--- config.mk ---
export PLATFORM = sky130hd
export DESIGN_NAME = bencode_stream_parser
export DESIGN_NICKNAME = d
export VERILOG_FILES = /design/src/rtl/bsp_pkg.sv /design/src/rtl/bencode_stream_parser.sv /design/src/rtl/bsp_stack.sv /design/src/rtl/bsp_outbuf.sv
export VERILOG_INCLUDE_DIRS = /design/src /design/src/rtl
export SDC_FILE = /design/constraint.sdc
export NUM_CORES = 1
export LEC_CHECK = 0
export BUFFER_PORTS_ARGS = -buffer_cell sky130_fd_sc_hd__buf_2
export CAP_MARGIN = 20
export CORE_MARGIN = 5
export CORE_UTILIZATION = 57
export DETAILED_ROUTE_END_ITERATION = 12
export GPL_TIMING_DRIVEN = 0
export PLACE_DENSITY = 0.86
export SLEW_MARGIN = 0
export SYNTH_ARGS = -nofsm -noshare
export SYNTH_HDL_FRONTEND = slang
export SYNTH_HIERARCHICAL = 1
export SYNTH_SLANG_ARGS = --single-unit
--- constraint.sdc ---
create_clock -name clock -period 6 [get_ports clock]
set_input_delay 1.2 -clock clock [delete_from_list [all_inputs] [get_ports clock]]
set_output_delay 1.2 -clock clock [all_outputs]
set_load 0.02 [all_outputs]
--- src/rtl/bencode_stream_parser_defines.svh ---
// Assertion macros shared by the bencode stream parser RTL.
// Included by the modules that carry concurrent assertions; no other dependencies.
`ifndef BENCODE_STREAM_PARSER_DEFINES_SVH
`define BENCODE_STREAM_PARSER_DEFINES_SVH

// The consequent must hold in the same cycle as the antecedent.
`define BSP_ASSERT_IMP(label, clk, rst, ante, cons, msg) \
   label: assert property (@(posedge clk) disable iff (rst) (ante) |-> (cons)) \
      else $error(msg);

// The consequent must hold in the cycle after the antecedent.
`define BSP_ASSERT_NXT(label, clk, rst, ante, cons, msg) \
   label: assert property (@(posedge clk) disable iff (rst) (ante) |=> (cons)) \
      else $error(msg);

`endif

--- src/rtl/bsp_pkg.sv ---
// Types and constants of the bencode stream parser.
// Used by every module of the block; depends on nothing.
package bsp_pkg;

   localparam int DEPTH_W  = 6;
   localparam int LIMIT_W  = 9;
   localparam int CSR_IDX_W  = 1;
   localparam int CSR_DATA_W = 8;

   localparam logic [CSR_IDX_W-1:0] CSR_TOP_EXPECT = 1'd0;
   localparam logic [CSR_IDX_W-1:0] CSR_MAX_DEPTH  = 1'd1;

   localparam logic [1:0] TOP_LIST = 2'd1;
   localparam logic [1:0] TOP_DICT = 2'd2;
   localparam logic [DEPTH_W-1:0] MAX_DEPTH_RESET = 6'd32;

   localparam logic [7:0] CH_ZERO  = 8'h30;
   localparam logic [7:0] CH_NINE  = 8'h39;
   localparam logic [7:0] CH_INT   = 8'h69;
   localparam logic [7:0] CH_END   = 8'h65;
   localparam logic [7:0] CH_MINUS = 8'h2d;
   localparam logic [7:0] CH_COLON = 8'h3a;
   localparam logic [7:0] CH_DICT  = 8'h64;
   localparam logic [7:0] CH_LIST  = 8'h6c;

   // Largest magnitude that can still be multiplied by ten, and the negative limit.
   localparam logic [63:0] ACC_LIMIT = 64'h1999_9999_9999_9999;
   localparam logic [63:0] NEG_LIMIT = 64'h8000_0000_0000_0000;
   localparam logic [3:0]  LAST_DIGIT_OK = 4'd5;

   localparam logic [2:0] EV_PENDING = 3'd0;
   localparam logic [2:0] EV_INT     = 3'd1;
   localparam logic [2:0] EV_LENGTH  = 3'd2;
   localparam logic [2:0] EV_BYTE    = 3'd3;
   localparam logic [2:0] EV_LIST    = 3'd4;
   localparam logic [2:0] EV_DICT    = 3'd5;
   localparam logic [2:0] EV_CLOSE   = 3'd6;
   localparam logic [2:0] EV_ERROR   = 3'd7;

   localparam logic [2:0] ERR_NONE     = 3'd0;
   localparam logic [2:0] ERR_BAD_BYTE = 3'd1;
   localparam logic [2:0] ERR_OVERFLOW = 3'd2;
   localparam logic [2:0] ERR_NEG      = 3'd3;
   localparam logic [2:0] ERR_TRUNC    = 3'd4;
   localparam logic [2:0] ERR_KEY      = 3'd5;
   localparam logic [2:0] ERR_DEEP     = 3'd6;

   typedef struct packed {
      logic kind;
      logic key;
   } stk_entry_type;

   typedef struct packed {
      logic push;
      logic pop;
      logic flip;
      logic kind;
   } stk_cmd_type;

   typedef struct packed {
      logic [2:0]         event_res;
      logic [63:0]        value;
      logic               negative;
      logic [DEPTH_W-1:0] nest_level;
      logic               is_key;
      logic               string_end;
      logic               message_done;
      logic [2:0]         error_code;
   } rsp_type;

endpackage

--- src/rtl/bencode_stream_parser.sv ---
// Bencode stream parser: one byte per transaction in, one result transaction out.
// A result is registered in the output register, or in the skid register while the output stalls.
// Throughput: one byte per cycle while req_stall is low; the parse step and the stack update
// are combinational, the stack memory being read ahead for the entry a close would expose.
// Reset clears the parse state and loads top_expect 0, max_depth 32; the stack memory is
// not cleared, as only entries written since the buffer began are ever read.
`include "bencode_stream_parser_defines.svh"

module bencode_stream_parser #(
   parameter int DEPTH = 32
) (
   input  logic                            clock,
   input  logic                            reset,
   input  logic                            req_valid,
   output logic                            req_stall,
   input  logic [7:0]                      req_data_byte,
   input  logic                            req_first_byte,
   input  logic                            req_last_byte,
   output logic                            rsp_valid,
   input  logic                            rsp_stall,
   output logic [2:0]                      rsp_event_res,
   output logic [63:0]                     rsp_value,
   output logic                            rsp_negative,
   output logic [bsp_pkg::DEPTH_W-1:0]     rsp_nest_level,
   output logic                            rsp_is_key,
   output logic                            rsp_string_end,
   output logic                            rsp_message_done,
   output logic [2:0]                      rsp_error_code,
   input  logic                            csr_valid,
   output logic                            csr_ready,
   input  logic [bsp_pkg::CSR_IDX_W-1:0]   csr_index,
   input  logic [bsp_pkg::CSR_DATA_W-1:0]  csr_wdata
);

   localparam logic [2:0] PH_VALUE     = 3'd0;
   localparam logic [2:0] PH_INT_START = 3'd1;
   localparam logic [2:0] PH_INT_NEG   = 3'd2;
   localparam logic [2:0] PH_INT_DIG   = 3'd3;
   localparam logic [2:0] PH_STR_LEN   = 3'd4;
   localparam logic [2:0] PH_STR_BYTES = 3'd5;
   localparam logic [2:0] PH_DONE      = 3'd6;
   localparam logic [2:0] PH_ERROR     = 3'd7;

   logic [1:0]                     top_expect_ff, top_expect_in;
   logic [bsp_pkg::DEPTH_W-1:0]    max_depth_ff, max_depth_in;
   logic [2:0]                     phase_ff, phase_in;
   logic [63:0]                    acc_ff, acc_in;
   logic                           sign_ff, sign_in;
   logic [63:0]                    left_ff, left_in;
   logic [bsp_pkg::DEPTH_W-1:0]    depth_ff, depth_in;
   logic                           cur_key_ff, cur_key_in;

   logic                           req_accept;
   logic [2:0]                     cph;
   logic [bsp_pkg::DEPTH_W-1:0]    cd;
   bsp_pkg::stk_entry_type         stk_top;
   bsp_pkg::stk_cmd_type           stk_cmd;
   logic                           in_dict;
   logic                           want_key;
   logic                           is_dig;
   logic [3:0]                     dv;
   logic [63:0]                    acc_x10;
   logic                           acc_ovf;
   logic                           too_deep;
   logic                           fin;
   logic [2:0]                     err;
   bsp_pkg::rsp_type               res;
   bsp_pkg::rsp_type               out_data;
   logic                           buf_full;

   assign req_accept = req_valid && !req_stall;
   assign req_stall  = buf_full;
   assign csr_ready  = 1'b1;

   assign cph      = req_first_byte ? PH_VALUE : phase_ff;
   assign cd       = req_first_byte ? '0 : depth_ff;
   assign in_dict  = (cd != '0) && stk_top.kind;
   assign want_key = in_dict && stk_top.key;
   assign is_dig   = (req_data_byte >= bsp_pkg::CH_ZERO) && (req_data_byte <= bsp_pkg::CH_NINE);
   assign dv       = req_data_byte[3:0];
   assign acc_x10  = {acc_ff[60:0], 3'b000} + {acc_ff[62:0], 1'b0} + {60'd0, dv};
   assign acc_ovf  = (acc_ff > bsp_pkg::ACC_LIMIT) ||
                     ((acc_ff == bsp_pkg::ACC_LIMIT) && (dv > bsp_pkg::LAST_DIGIT_OK));
   assign too_deep = (bsp_pkg::LIMIT_W'(cd) >= bsp_pkg::LIMIT_W'(DEPTH)) ||
                     (cd >= max_depth_ff);

   always_comb begin
      top_expect_in = top_expect_ff;
      max_depth_in  = max_depth_ff;
      if (csr_valid) begin
         unique case (csr_index)
            bsp_pkg::CSR_TOP_EXPECT: top_expect_in = csr_wdata[1:0];
            bsp_pkg::CSR_MAX_DEPTH:  max_depth_in  = csr_wdata[bsp_pkg::DEPTH_W-1:0];
         endcase
      end
   end

   always_comb begin
      phase_in   = phase_ff;
      acc_in     = acc_ff;
      sign_in    = sign_ff;
      left_in    = left_ff;
      depth_in   = depth_ff;
      cur_key_in = cur_key_ff;
      stk_cmd    = '0;
      res        = '0;
      fin        = 1'b0;
      err        = bsp_pkg::ERR_NONE;
      if (req_accept) begin
         phase_in = cph;
         depth_in = cd;
         unique case (cph)
            PH_VALUE: begin
               priority if (req_data_byte == bsp_pkg::CH_END) begin
                  if (cd == '0) begin
                     err = bsp_pkg::ERR_BAD_BYTE;
                  end else if (in_dict && !want_key) begin
                     err = bsp_pkg::ERR_KEY;
                  end else begin
                     depth_in      = cd - 1'b1;
                     stk_cmd.pop   = 1'b1;
                     res.event_res = bsp_pkg::EV_CLOSE;
                     fin           = 1'b1;
                  end
               end else if (want_key && !is_dig) begin
                  err = bsp_pkg::ERR_KEY;
               end else if ((cd == '0) && (top_expect_ff == bsp_pkg::TOP_LIST) &&
                            (req_data_byte != bsp_pkg::CH_LIST)) begin
                  err = bsp_pkg::ERR_BAD_BYTE;
               end else if ((cd == '0) && (top_expect_ff == bsp_pkg::TOP_DICT) &&
                            (req_data_byte != bsp_pkg::CH_DICT)) begin
                  err = bsp_pkg::ERR_BAD_BYTE;
               end else if ((req_data_byte == bsp_pkg::CH_LIST) ||
                            (req_data_byte == bsp_pkg::CH_DICT)) begin
                  if (too_deep) begin
                     err = bsp_pkg::ERR_DEEP;
                  end else begin
                     stk_cmd.push  = 1'b1;
                     stk_cmd.kind  = (req_data_byte == bsp_pkg::CH_DICT);
                     depth_in      = cd + 1'b1;
                     res.event_res = stk_cmd.kind ? bsp_pkg::EV_DICT : bsp_pkg::EV_LIST;
                  end
               end else if (req_data_byte == bsp_pkg::CH_INT) begin
                  acc_in   = '0;
                  sign_in  = 1'b0;
                  phase_in = PH_INT_START;
               end else if (is_dig) begin
                  acc_in     = {60'd0, dv};
                  cur_key_in = want_key;
                  phase_in   = PH_STR_LEN;
               end else begin
                  err = bsp_pkg::ERR_BAD_BYTE;
               end
            end
            PH_INT_START: begin
               if (req_data_byte == bsp_pkg::CH_MINUS) begin
                  sign_in  = 1'b1;
                  phase_in = PH_INT_NEG;
               end else if (is_dig) begin
                  acc_in   = {60'd0, dv};
                  phase_in = PH_INT_DIG;
               end else begin
                  err = bsp_pkg::ERR_BAD_BYTE;
               end
            end
            PH_INT_NEG: begin
               if (is_dig) begin
                  acc_in   = {60'd0, dv};
                  phase_in = PH_INT_DIG;
               end else begin
                  err = bsp_pkg::ERR_BAD_BYTE;
               end
            end
            PH_INT_DIG: begin
               if (is_dig) begin
                  if (acc_ovf) begin
                     err = bsp_pkg::ERR_OVERFLOW;
                  end else begin
                     acc_in = acc_x10;
                  end
               end else if (req_data_byte == bsp_pkg::CH_END) begin
                  if (sign_ff && (acc_ff > bsp_pkg::NEG_LIMIT)) begin
                     err = bsp_pkg::ERR_NEG;
                  end else begin
                     res.event_res = bsp_pkg::EV_INT;
                     res.value     = acc_ff;
                     res.negative  = sign_ff;
                     fin           = 1'b1;
                  end
               end else begin
                  err = bsp_pkg::ERR_BAD_BYTE;
               end
            end
            PH_STR_LEN: begin
               if (is_dig) begin
                  if (acc_ovf) begin
                     err = bsp_pkg::ERR_OVERFLOW;
                  end else begin
                     acc_in = acc_x10;
                  end
               end else if (req_data_byte == bsp_pkg::CH_COLON) begin
                  left_in       = acc_ff;
                  res.event_res = bsp_pkg::EV_LENGTH;
                  res.value     = acc_ff;
                  res.is_key    = cur_key_ff;
                  if (acc_ff == '0) begin
                     res.string_end = 1'b1;
                     fin            = 1'b1;
                  end else begin
                     phase_in = PH_STR_BYTES;
                  end
               end else begin
                  err = bsp_pkg::ERR_BAD_BYTE;
               end
            end
            PH_STR_BYTES: begin
               res.event_res = bsp_pkg::EV_BYTE;
               res.value     = {56'd0, req_data_byte};
               res.is_key    = cur_key_ff;
               left_in       = left_ff - 1'b1;
               if (left_ff == 64'd1) begin
                  res.string_end = 1'b1;
                  fin            = 1'b1;
               end
            end
            PH_DONE: begin
               err = bsp_pkg::ERR_BAD_BYTE;
            end
            PH_ERROR: begin
               res.event_res = bsp_pkg::EV_PENDING;
            end
         endcase

         // A finished value completes the message at top level, or advances the
         // key/value alternation of an enclosing dict.
         if (fin) begin
            phase_in   = PH_VALUE;
            cur_key_in = 1'b0;
            if (depth_in == '0) begin
               res.message_done = 1'b1;
               phase_in         = PH_DONE;
            end else begin
               stk_cmd.flip = 1'b1;
            end
         end

         if ((err == bsp_pkg::ERR_NONE) && req_last_byte &&
             (phase_in != PH_DONE) && (phase_in != PH_ERROR)) begin
            err = bsp_pkg::ERR_TRUNC;
         end

         if (err != bsp_pkg::ERR_NONE) begin
            phase_in       = PH_ERROR;
            res            = '0;
            res.event_res  = bsp_pkg::EV_ERROR;
            res.error_code = err;
         end
         res.nest_level = depth_in;
      end
   end

   always_ff @(posedge clock) begin
      if (reset) begin
         top_expect_ff <= '0;
         max_depth_ff  <= bsp_pkg::MAX_DEPTH_RESET;
         phase_ff      <= PH_VALUE;
         acc_ff        <= '0;
         sign_ff       <= 1'b0;
         left_ff       <= '0;
         depth_ff      <= '0;
         cur_key_ff    <= 1'b0;
      end else begin
         top_expect_ff <= top_expect_in;
         max_depth_ff  <= max_depth_in;
         phase_ff      <= phase_in;
         acc_ff        <= acc_in;
         sign_ff       <= sign_in;
         left_ff       <= left_in;
         depth_ff      <= depth_in;
         cur_key_ff    <= cur_key_in;
      end
   end

   bsp_stack #(
      .DEPTH (DEPTH)
   ) u_stack (
      .clock    (clock),
      .cmd      (stk_cmd),
      .depth_in (depth_in),
      .top      (stk_top)
   );

   bsp_outbuf u_outbuf (
      .clock     (clock),
      .reset     (reset),
      .in_valid  (req_accept),
      .in_data   (res),
      .out_stall (rsp_stall),
      .out_valid (rsp_valid),
      .out_data  (out_data),
      .full      (buf_full)
   );

   assign rsp_event_res    = out_data.event_res;
   assign rsp_value        = out_data.value;
   assign rsp_negative     = out_data.negative;
   assign rsp_nest_level   = out_data.nest_level;
   assign rsp_is_key       = out_data.is_key;
   assign rsp_string_end   = out_data.string_end;
   assign rsp_message_done = out_data.message_done;
   assign rsp_error_code   = out_data.error_code;

   `BSP_ASSERT_IMP(a_done_at_top, clock, reset, phase_ff == PH_DONE, depth_ff == '0, "message finished while containers remain open")
   `BSP_ASSERT_NXT(a_error_holds_depth, clock, reset, req_accept && !req_first_byte && (phase_ff == PH_ERROR), depth_ff == $past(depth_ff), "nesting depth moved after an error")
   `BSP_ASSERT_IMP(a_error_code_match, clock, reset, rsp_valid, (rsp_event_res == bsp_pkg::EV_ERROR) == (rsp_error_code != bsp_pkg::ERR_NONE), "error code disagrees with the event")

endmodule

--- src/rtl/bsp_stack.sv ---
// Container stack: memory with a registered read, with the top two entries cached in registers.
// Depends on bsp_pkg for the entry and command types.
module bsp_stack #(
   parameter int DEPTH = 32
) (
   input  logic                          clock,
   input  bsp_pkg::stk_cmd_type          cmd,
   input  logic [bsp_pkg::DEPTH_W-1:0]   depth_in,
   output bsp_pkg::stk_entry_type        top
);

   localparam int AW = (DEPTH > 1) ? $clog2(DEPTH) : 1;

   bsp_pkg::stk_entry_type mem [DEPTH];

   bsp_pkg::stk_entry_type top_ff, top_in, top_nxt;
   bsp_pkg::stk_entry_type sec_ff, sec_in;
   bsp_pkg::stk_entry_type rd_ff;
   logic                   flip_hit;
   logic                   wr_en;
   logic [AW-1:0]          wr_addr;
   logic [AW-1:0]          rd_addr;

   // The memory reads the entry third from the top of the next depth (address 0 below three), so a pop
   // can refill the second cache register without waiting.
   always_comb begin
      top_nxt = top_ff;
      sec_in  = sec_ff;
      if (cmd.push) begin
         top_nxt.kind = cmd.kind;
         top_nxt.key  = cmd.kind;
         sec_in       = top_ff;
      end else if (cmd.pop) begin
         top_nxt = sec_ff;
         sec_in  = rd_ff;
      end
      flip_hit = cmd.flip && top_nxt.kind;
      top_in   = top_nxt;
      if (flip_hit) begin
         top_in.key = !top_nxt.key;
      end
      wr_en   = cmd.push || flip_hit;
      wr_addr = AW'(depth_in - 1'b1);
      rd_addr = (depth_in >= 3) ? AW'(depth_in - 2'd3) : '0;
   end

   always_ff @(posedge clock) begin
      top_ff <= top_in;
      sec_ff <= sec_in;
      rd_ff  <= mem[rd_addr];
      if (wr_en) begin
         mem[wr_addr] <= top_in;
      end
   end

   assign top = top_ff;

endmodule

--- src/rtl/bsp_outbuf.sv ---
// Result output register with a skid stage, so the input stall is driven from a register.
// Depends on bsp_pkg for the result type and on the shared assertion macros.
`include "bencode_stream_parser_defines.svh"

module bsp_outbuf (
   input  logic             clock,
   input  logic             reset,
   input  logic             in_valid,
   input  bsp_pkg::rsp_type in_data,
   input  logic             out_stall,
   output logic             out_valid,
   output bsp_pkg::rsp_type out_data,
   output logic             full
);

   logic             out_valid_ff, out_valid_in;
   bsp_pkg::rsp_type out_data_ff, out_data_in;
   logic             skid_valid_ff, skid_valid_in;
   bsp_pkg::rsp_type skid_data_ff, skid_data_in;
   logic             out_free;

   always_comb begin
      out_free      = !out_valid_ff || !out_stall;
      out_valid_in  = out_valid_ff;
      out_data_in   = out_data_ff;
      skid_valid_in = skid_valid_ff;
      skid_data_in  = skid_data_ff;
      if (out_free) begin
         out_valid_in  = skid_valid_ff || in_valid;
         out_data_in   = skid_valid_ff ? skid_data_ff : in_data;
         skid_valid_in = 1'b0;
      end else if (in_valid) begin
         skid_valid_in = 1'b1;
         skid_data_in  = in_data;
      end
   end

   always_ff @(posedge clock) begin
      if (reset) begin
         out_valid_ff  <= 1'b0;
         skid_valid_ff <= 1'b0;
      end else begin
         out_valid_ff  <= out_valid_in;
         skid_valid_ff <= skid_valid_in;
      end
      out_data_ff  <= out_data_in;
      skid_data_ff <= skid_data_in;
   end

   assign out_valid = out_valid_ff;
   assign out_data  = out_data_ff;
   assign full      = skid_valid_ff;

   `BSP_ASSERT_IMP(a_skid_behind_out, clock, reset, skid_valid_ff, out_valid_ff, "skid holds a transaction while the output register is empty")

endmodule
== Yosys cells after proc, flatten, opt, wreduce, memory -nomap -nowiden ==
Memory sizes are Yosys's and may differ from the RTL's. A register that Yosys moved wholly into a read port is not among the register bits.
Index checks and enable logic that the tools add are counted.
Widths: inputs -> output; s select.

* Add/sub/neg operators: 7
* $lt $le $gt $ge: 8
* Equal/unequal tests: 38
* Multiplexer cells: 144
* Bitwise logic cells: 2
* Reductions and logical operators: 50

{| class="wikitable"
|+ Operator list
! kind !! count
|-
| $mux 64 || 12
|-
| $mux 66 || 5
|-
| $pmux 64 s4 || 1
|-
| $mux 80 || 3
|-
| $pmux 64 s3 || 1
|-
| $pmux 64 s2 || 1
|-
| $mux 3 || 38
|-
| $mux 6 || 12
|-
| $add 64x4->64 || 1
|-
| $add 64x64->64 || 1
|-
| $eq 64x1->1 const B || 1
|-
| $eq 64x61->1 const B || 1
|-
| $gt 64x61->1 const B || 1
|-
| $gt 64x64->1 const B || 1
|-
| $logic_not 64->1 || 1
|-
| $sub 64x1->64 const B || 1
|-
| $mux 1 || 53
|-
| $eq 8x7->1 const B || 4
|-
| $pmux 3 s4 || 2
|-
| $ne 2x2->1 const B || 11
|-
| $mux 2 || 10
|-
| $pmux 3 s6 || 1
|-
| $reduce_and 9->1 || 2
|-
| $eq 8x6->1 const B || 2
|-
| other kinds (37) || 83
|}

* Register bits: 313
* RAM bits: 64
* Input bits: 24
* Output and inout bits: 83
* Memories kept: 1

{| class="wikitable"
|+ Memories
! name !! words !! width !! rd ports !! clocked after memory_dff !! write ports !! RTL line !! text
|-
| u_stack.mem || 32 || 2 || 1 || 1 || 1 || bsp_stack.sv:14 || <nowiki>bsp_pkg::stk_entry_type mem [DEPTH];</nowiki>
|}

== Longest topological paths before layout ==
* Depth in word-level cells: 24
* Depth in mapped cells: 23
* Mapped depth without buffers: 19

== By module ==
Netlist, hierarchy kept.

{| class="wikitable"
|+ By module, submodules not included
! module !! instances !! cells each !! area each (um2)
|-
| bencode_stream_parser || 1 || 1909 || 13773.2
|-
| bsp_outbuf || 1 || 256 || 6237.2
|-
| bsp_stack || 1 || 275 || 3357.0
|}

== Worst setup path before layout ==
OpenSTA, ideal clock, no wires.

* Path kind: input to register
* Start: input port req_first_byte
* End: register u_stack/rd_ff[1] (netlist name)
* Arrival: 5.645 ns
* Required time: 5.914 ns
* Slack: 0.269 ns
* Stages on the path: 21
* Buffers on the path: 5
* Path through: clkbuf_1 -> clkbuf_1 -> nand2b_1 -> ha_1 -> nand2b_1 -> a21o_1 -> a211o_1 -> a211oi_4 -> a21oi_1 -> a21oi_1 -> o22a_1 -> buf_2 -> clkinv_1 -> ha_1 -> clkbuf_1 -> o21ai_1 -> buf_2 -> a31o_1 -> a221oi_1 -> a311oi_1 -> a211oi_1

* Word-level cells in the longest chain between the ends: 14
* Elaborated cells between the ends (all ways): 33
* Those cells by class: 3 x add/sub; 3 x order compare; 14 x mux; 13 x reduce/logical

{| class="wikitable"
|+ RTL lines
! item !! RTL line !! text
|-
| start: declaration || bencode_stream_parser.sv:17 || <nowiki>input logic req_first_byte,</nowiki>
|-
| $mux 6 || bencode_stream_parser.sv:76 || <nowiki>assign cd = req_first_byte ? '0 : depth_ff;</nowiki>
|-
| $ge 6x6->1 (tied with other cells) || bencode_stream_parser.sv:84 || <nowiki>assign too_deep = (bsp_pkg::LIMIT_W'(cd) >= bsp_pkg::LIMIT_W'(DEPTH)) ||</nowiki>
|-
| $logic_or 1x1->1 / $logic_and 1x1->1 (equally long branches) || bencode_stream_parser.sv:84, bencode_stream_parser.sv:77 ||
|-
| $mux 6 / $logic_and 1x1->1 (equally long branches) || bencode_stream_parser.sv:135, bencode_stream_parser.sv:78 ||
|-
| $mux 6 / $logic_not 1->1 (equally long branches) || bencode_stream_parser.sv:133, bencode_stream_parser.sv:117 ||
|-
| $mux 6 / $logic_and 1x1->1 (equally long branches) || bencode_stream_parser.sv:130, bencode_stream_parser.sv:117 ||
|-
| $mux 6 (on tied branches) || bencode_stream_parser.sv:127, bencode_stream_parser.sv:117 ||
|-
| $mux 6 (on tied branches) || bencode_stream_parser.sv:125, bencode_stream_parser.sv:115 ||
|-
| $mux 6 || bencode_stream_parser.sv:114 || <nowiki>priority if (req_data_byte == bsp_pkg::CH_END) begin</nowiki>
|-
| $mux 6 * || bencode_stream_parser.sv:112 || <nowiki>unique case (cph)</nowiki>
|-
| $mux 6 * (2 in a row) || bencode_stream_parser.sv:109 || <nowiki>if (req_accept) begin</nowiki>
|-
| net depth_in (one bit) || bencode_stream_parser.sv:50 || <nowiki>logic [bsp_pkg::DEPTH_W-1:0] depth_ff, depth_in;</nowiki>
|-
| $sub 5x2->5 / $ge 6x2->1 (equally long branches) || bsp_stack.sv:44 || <nowiki>rd_addr = (depth_in >= 3) ? AW'(depth_in - 2'd3) : '0;</nowiki>
|-
| $mux 5 * || bsp_stack.sv:44 ||
|}

Mark *: on every way through the listed nets, which the timed path passes. The rest lies on a longest branch. The select of a mux whose other input is x is not followed.
A chain may end at the register's enable or synchronous reset.

== Worst setup path after layout ==
* Start: input port req_first_byte
* End: register u_stack/rd_ff[1] (netlist name)

* Word-level cells in the longest chain between the ends: 14
* Elaborated cells between the ends (all ways): 33
* Those cells by class: 3 x add/sub; 3 x order compare; 14 x mux; 13 x reduce/logical

{| class="wikitable"
|+ RTL lines
! item !! RTL line
|-
| $mux 6 || bencode_stream_parser.sv:76
|-
| $ge 6x6->1 (tied with other cells) || bencode_stream_parser.sv:84
|-
| $logic_or 1x1->1 / $logic_and 1x1->1 (equally long branches) || bencode_stream_parser.sv:84, bencode_stream_parser.sv:77
|-
| $mux 6 / $logic_and 1x1->1 (equally long branches) || bencode_stream_parser.sv:135, bencode_stream_parser.sv:78
|-
| $mux 6 / $logic_not 1->1 (equally long branches) || bencode_stream_parser.sv:133, bencode_stream_parser.sv:117
|-
| $mux 6 / $logic_and 1x1->1 (equally long branches) || bencode_stream_parser.sv:130, bencode_stream_parser.sv:117
|-
| $mux 6 (on tied branches) || bencode_stream_parser.sv:127, bencode_stream_parser.sv:117
|-
| $mux 6 (on tied branches) || bencode_stream_parser.sv:125, bencode_stream_parser.sv:115
|-
| $mux 6 || bencode_stream_parser.sv:114
|-
| $mux 6 * || bencode_stream_parser.sv:112
|-
| $mux 6 * (2 in a row) || bencode_stream_parser.sv:109
|-
| net depth_in (one bit) || bencode_stream_parser.sv:50
|-
| $sub 5x2->5 / $ge 6x2->1 (equally long branches) || bsp_stack.sv:44
|-
| $mux 5 * || bsp_stack.sv:44
|}

Marks and branches as above.

==> results.sh <==
export IMPL_die_area_sq_mm=0.04515
export IMPL_multi_input_area_sq_mm=0.01267
export IMPL_dpl_cell_count=3076
export IMPL_setup_ws_ns=0.2895
export IMPL_drc=0
export IMPL_grt_max_degree=60
export IMPL_path_max_fanout=10
export IMPL_clock_latency_ns=0.58
export IMPL_synth_edff_count=226
export IMPL_criticalPathCategory="input pin to register"
export IMPL_clk_pin_slew_ns=0.06
export IMPL_max_slew_margin_rel=0.2575
export IMPL_ctsHtreeMaxLevel=2
export IMPL_hold_path_class="register to register"
export IMPL_cts_sinks=379
export IMPL_min_period_over_period=0.9517
export IMPL_n_antenna_cell=0
export IMPL_fin_cells=3153
export IMPL_synthesis_instances=2440
export IMPL_dp_hpwl_mm=50.97
export IMPL_cts_root_buf="clkbuf_16"
export IMPL_cts_buffers=42
export IMPL_nFillCells=3266
export IMPL_port_buffers=100
export IMPL_ys_types=102
export IMPL_grt_overflow=0
export IMPL_maxSlewViolCount=0
export IMPL_avgSynthCellArea_sq_um=9.577
export IMPL_die_w_um=212.5
export IMPL_grt_pass1_wl_mm=109.0
export IMPL_worstPathArrival_ns=6.19
export IMPL_rows=74
export IMPL_seqCellArea_sq_mm=0.009849
export IMPL_clockBufferDepth=3
export IMPL_gp_congestion=0.9816
export IMPL_routed_wl_mm=70.02
export IMPL_ant_nets=0
export IMPL_cp_data_required_time_ns=6.48
export IMPL_syn_to_final_growth_pct=11.31
export IMPL_firstDrtPassIters=8
export IMPL_hold_viol=0
export IMPL_antenna_found_initial=2
export IMPL_initial_core_util=0.5736
export IMPL_peakVddDrop_v=0.0002571
export IMPL_clock_skew_ns=0.02504
export IMPL_grt_total_usage=0.3012
export IMPL_synth_warnings=6
export IMPL_rsz0062_at_grt="false"
export IMPL_hold_ws_ns=0.4602
export IMPL_ys_ff_latch=379
export IMPL_yosysSeqAreaShare=0.4215
export IMPL_utilization=0.6385
export IMPL_grt_pass1_vias=20230
export IMPL_drt_iter0_markers=2482
export IMPL_cp_start_kind="input pin"
export IMPL_clock_fmax_ghz=0.1751
export IMPL_num_vias=20780
export IMPL_ctsHoldBuffers=0
export IMPL_p_leak_nw=10.50
export IMPL_status="completed"
export IMPL_syn_nets=2603
export IMPL_syn_cell_area_sq_mm=0.02337
export IMPL_power_density_mw_per_mm2=226.3
export IMPL_io_pins=107
export IMPL_wire_per_inst_um=22.21
export IMPL_layout_drive_gt1_share=0.1312
export IMPL_tritoncts="yes"
export IMPL_ys_flop_type="edfxtp_1"
export IMPL_crit_top_cell="clkbuf_2"
export IMPL_async_reset_ff_frac=0
export IMPL_tightest_slew_ns=1.108
export IMPL_endpoint_kind="register"
export IMPL_fp_coreArea_sq_mm=0.04074
export IMPL_dp_slack_ns=-1.375
export IMPL_slowest_delay_ns=0.37
export IMPL_setup_viol=0
export IMPL_crit_slowest_cell="a211o_1"
export IMPL_avgViaCountPerCell=6.592
export IMPL_nNetsFinal=2751
export IMPL_max_cap_viol_count=0
export IMPL_period_minus_slack_ns=5.710
export IMPL_die_height_um=212.5
export IMPL_cp_cell_sequence="clkbuf_2, clkbuf_2, nand2b_2, ha_1, nand2b_1, a21o_1, a211o_1, a211oi_4, a21oi_2, a21oi_1, o22a_2, clkbuf_4, clkinv_2, ha_1, clkbuf_2, o21ai_1, buf_2, a31o_1, a221oi_1, a311oi_1, a211oi_2"
-- logic make-up (layout without fill, tap and decap cells) --
kind of cell             Yosys count  count (layout)  share of synthesized area
flip-flops                       379             379                     0.4215
adder cells (fa/ha/maj)          139             139                    0.07507
buffers and inverters            178             359                    0.03802
multiplexers                     109             109                    0.06420
AND/OR/NAND/NOR                  893             893                     0.1875
other                              1               1                  0.0001605
AO/OA/AOI/OAI                    680             680                     0.1907
XOR/XNOR                          61              61                    0.02286
-- path summary, 6_finish.rpt --
| check | from | endpoint | slack (ns) | cells after the start |
|---|---|---|---|---|
| min | max_depth_ff[3] | max_depth_ff[3] | 0.46 | 2 |
| max reg2reg | phase_ff[2] | u_stack/rd_ff[1] | 0.94 | 18 |
| min reg2reg | max_depth_ff[3] | max_depth_ff[3] | 0.46 | 2 |
| max | req_first_byte | u_stack/rd_ff[1] | 0.29 | 21 |
-- area by class of cell --
type / instances / area share
Clock buffer: 52 / 0.04344
Tap cell: 532 / 0.02559
Clock inverter: 25 / 0.008755
Inverter: 51 / 0.007408
Buffer: 127 / 0.02703
Sequential cell: 379 / 0.3787
Timing Repair Buffer: 104 / 0.02208
Multi-Input combinational cell: 1883 / 0.4870
-- report_power, final --
group / switching [mW] / leakage (nW) / total [mW] / internal [mW]
clock network: 1.09 / 0.660 / 2.57 / 1.48
registers: 0.0306 / 3.61 / 2.83 / 2.80
logic: 0.340 / 6.23 / 0.489 / 0.150
total: 1.46 / 10.5 / 5.89 / 4.43
-- metrics by stage --
step / TNS (ns) / power (mW) / area [sq um]
floorplan: 0 / 3.201 / 23370
global placement: -99.63 / 3.349 / 24530
detailed placement: -69.14 / 3.361 / 24630
CTS: 0 / 5.902 / 26000
global route: 0 / 6.069 / 26010
finish: 0 / 5.886 / 26010
-- state kept, by name, summed over array words and instances, names as in the netlist --
register	flops
acc_ff	64
cur_key_ff	1
depth_ff	6
left_ff	64
max_depth_ff	6
phase_ff	3
sign_ff	1
top_expect_ff	2
u_outbuf/full	1
u_outbuf/out_data	80
u_outbuf/out_valid	1
u_outbuf/skid_data_ff	80
u_stack/mem	64
u_stack/rd_ff	2
u_stack/sec_ff	2
u_stack/top	2
-- cell usage after synthesis (24+ instances only) --
cell        n  area (sq um)
inv_1      50         187.7
clkbuf_1   95         356.6
o21ai_0   116         580.6
nand2_1   211         792.0
o22ai_1    25         156.4
nand3_1    52         260.3
ha_1      137          1714
a22oi_1    60         450.4
nor2b_1    28         175.2
dfxtp_1   153          3063
edfxtp_1  226          6787
and2_1     59         369.1
a21o_1     49         367.9
a211oi_1   37         277.8
nor3_1     66         330.3
a21oi_1   205          1026
mux2_4     79          1186
xnor2_1    31         271.5
xor2_1     30         262.8
nor2_1    287          1077
nor4_1     29         181.4
nand2b_1   24         150.1
nand4_1    28         175.2
-- worst max-delay path: cells and delay by family --
family	cells	cell delay, ns
compound gates	11	2.50
buf+inv	6	1.33
fa+ha+maj	2	0.68
simple gates	2	0.46
-- layer usage --
metal / wire (um) / GRT usage / up-vias / part of all wire
li1: - / - / 9449 / -
met1: 27200 / 0.3921 / 9866 / 0.39
met2: 31910 / 0.4818 / 1203 / 0.46
met3: 7493 / 0.06891 / 263 / 0.11
met4: 3396 / 0.1366 / 2 / 0.049
met5: 14 / 0 / - / 0.00020
-- placed cells by master, fill, tap and decap left out, types with 12 or more instances in the layout --
cell / synthesis / routed
clkbuf_1: 95 / 99
a31oi_1: 12 / 12
o21ai_0: 116 / 116
xor2_1: 30 / 29
ha_1: 137 / 137
nand2b_1: 24 / 23
o22ai_1: 25 / 25
o211ai_1: 20 / 20
dfxtp_1: 153 / 153
a211oi_1: 37 / 36
edfxtp_1: 226 / 226
a21oi_1: 205 / 204
buf_2: 12 / 111
mux2_4: 79 / 79
nor2b_1: 28 / 28
and2_1: 59 / 59
inv_1: 50 / 50
a22oi_1: 60 / 60
nand3_1: 52 / 52
nor2_1: 287 / 285
mux2i_1: 19 / 19
nand4_1: 28 / 28
o21ai_1: 13 / 13
clkbuf_16: 0 / 43
nor3_1: 66 / 66
nand2_1: 211 / 210
o31ai_1: 15 / 15
xnor2_1: 31 / 31
or3_1: 23 / 23
a21o_1: 49 / 49
nor4_1: 29 / 29
-- repair_timing --
item	CTS	global route
setup endpoints to repair	64	90
cloned	0	0
pin swaps	0	0
setup buffers	0	0
gates resized for setup	6	6
(Power assumes the default switching activity.)
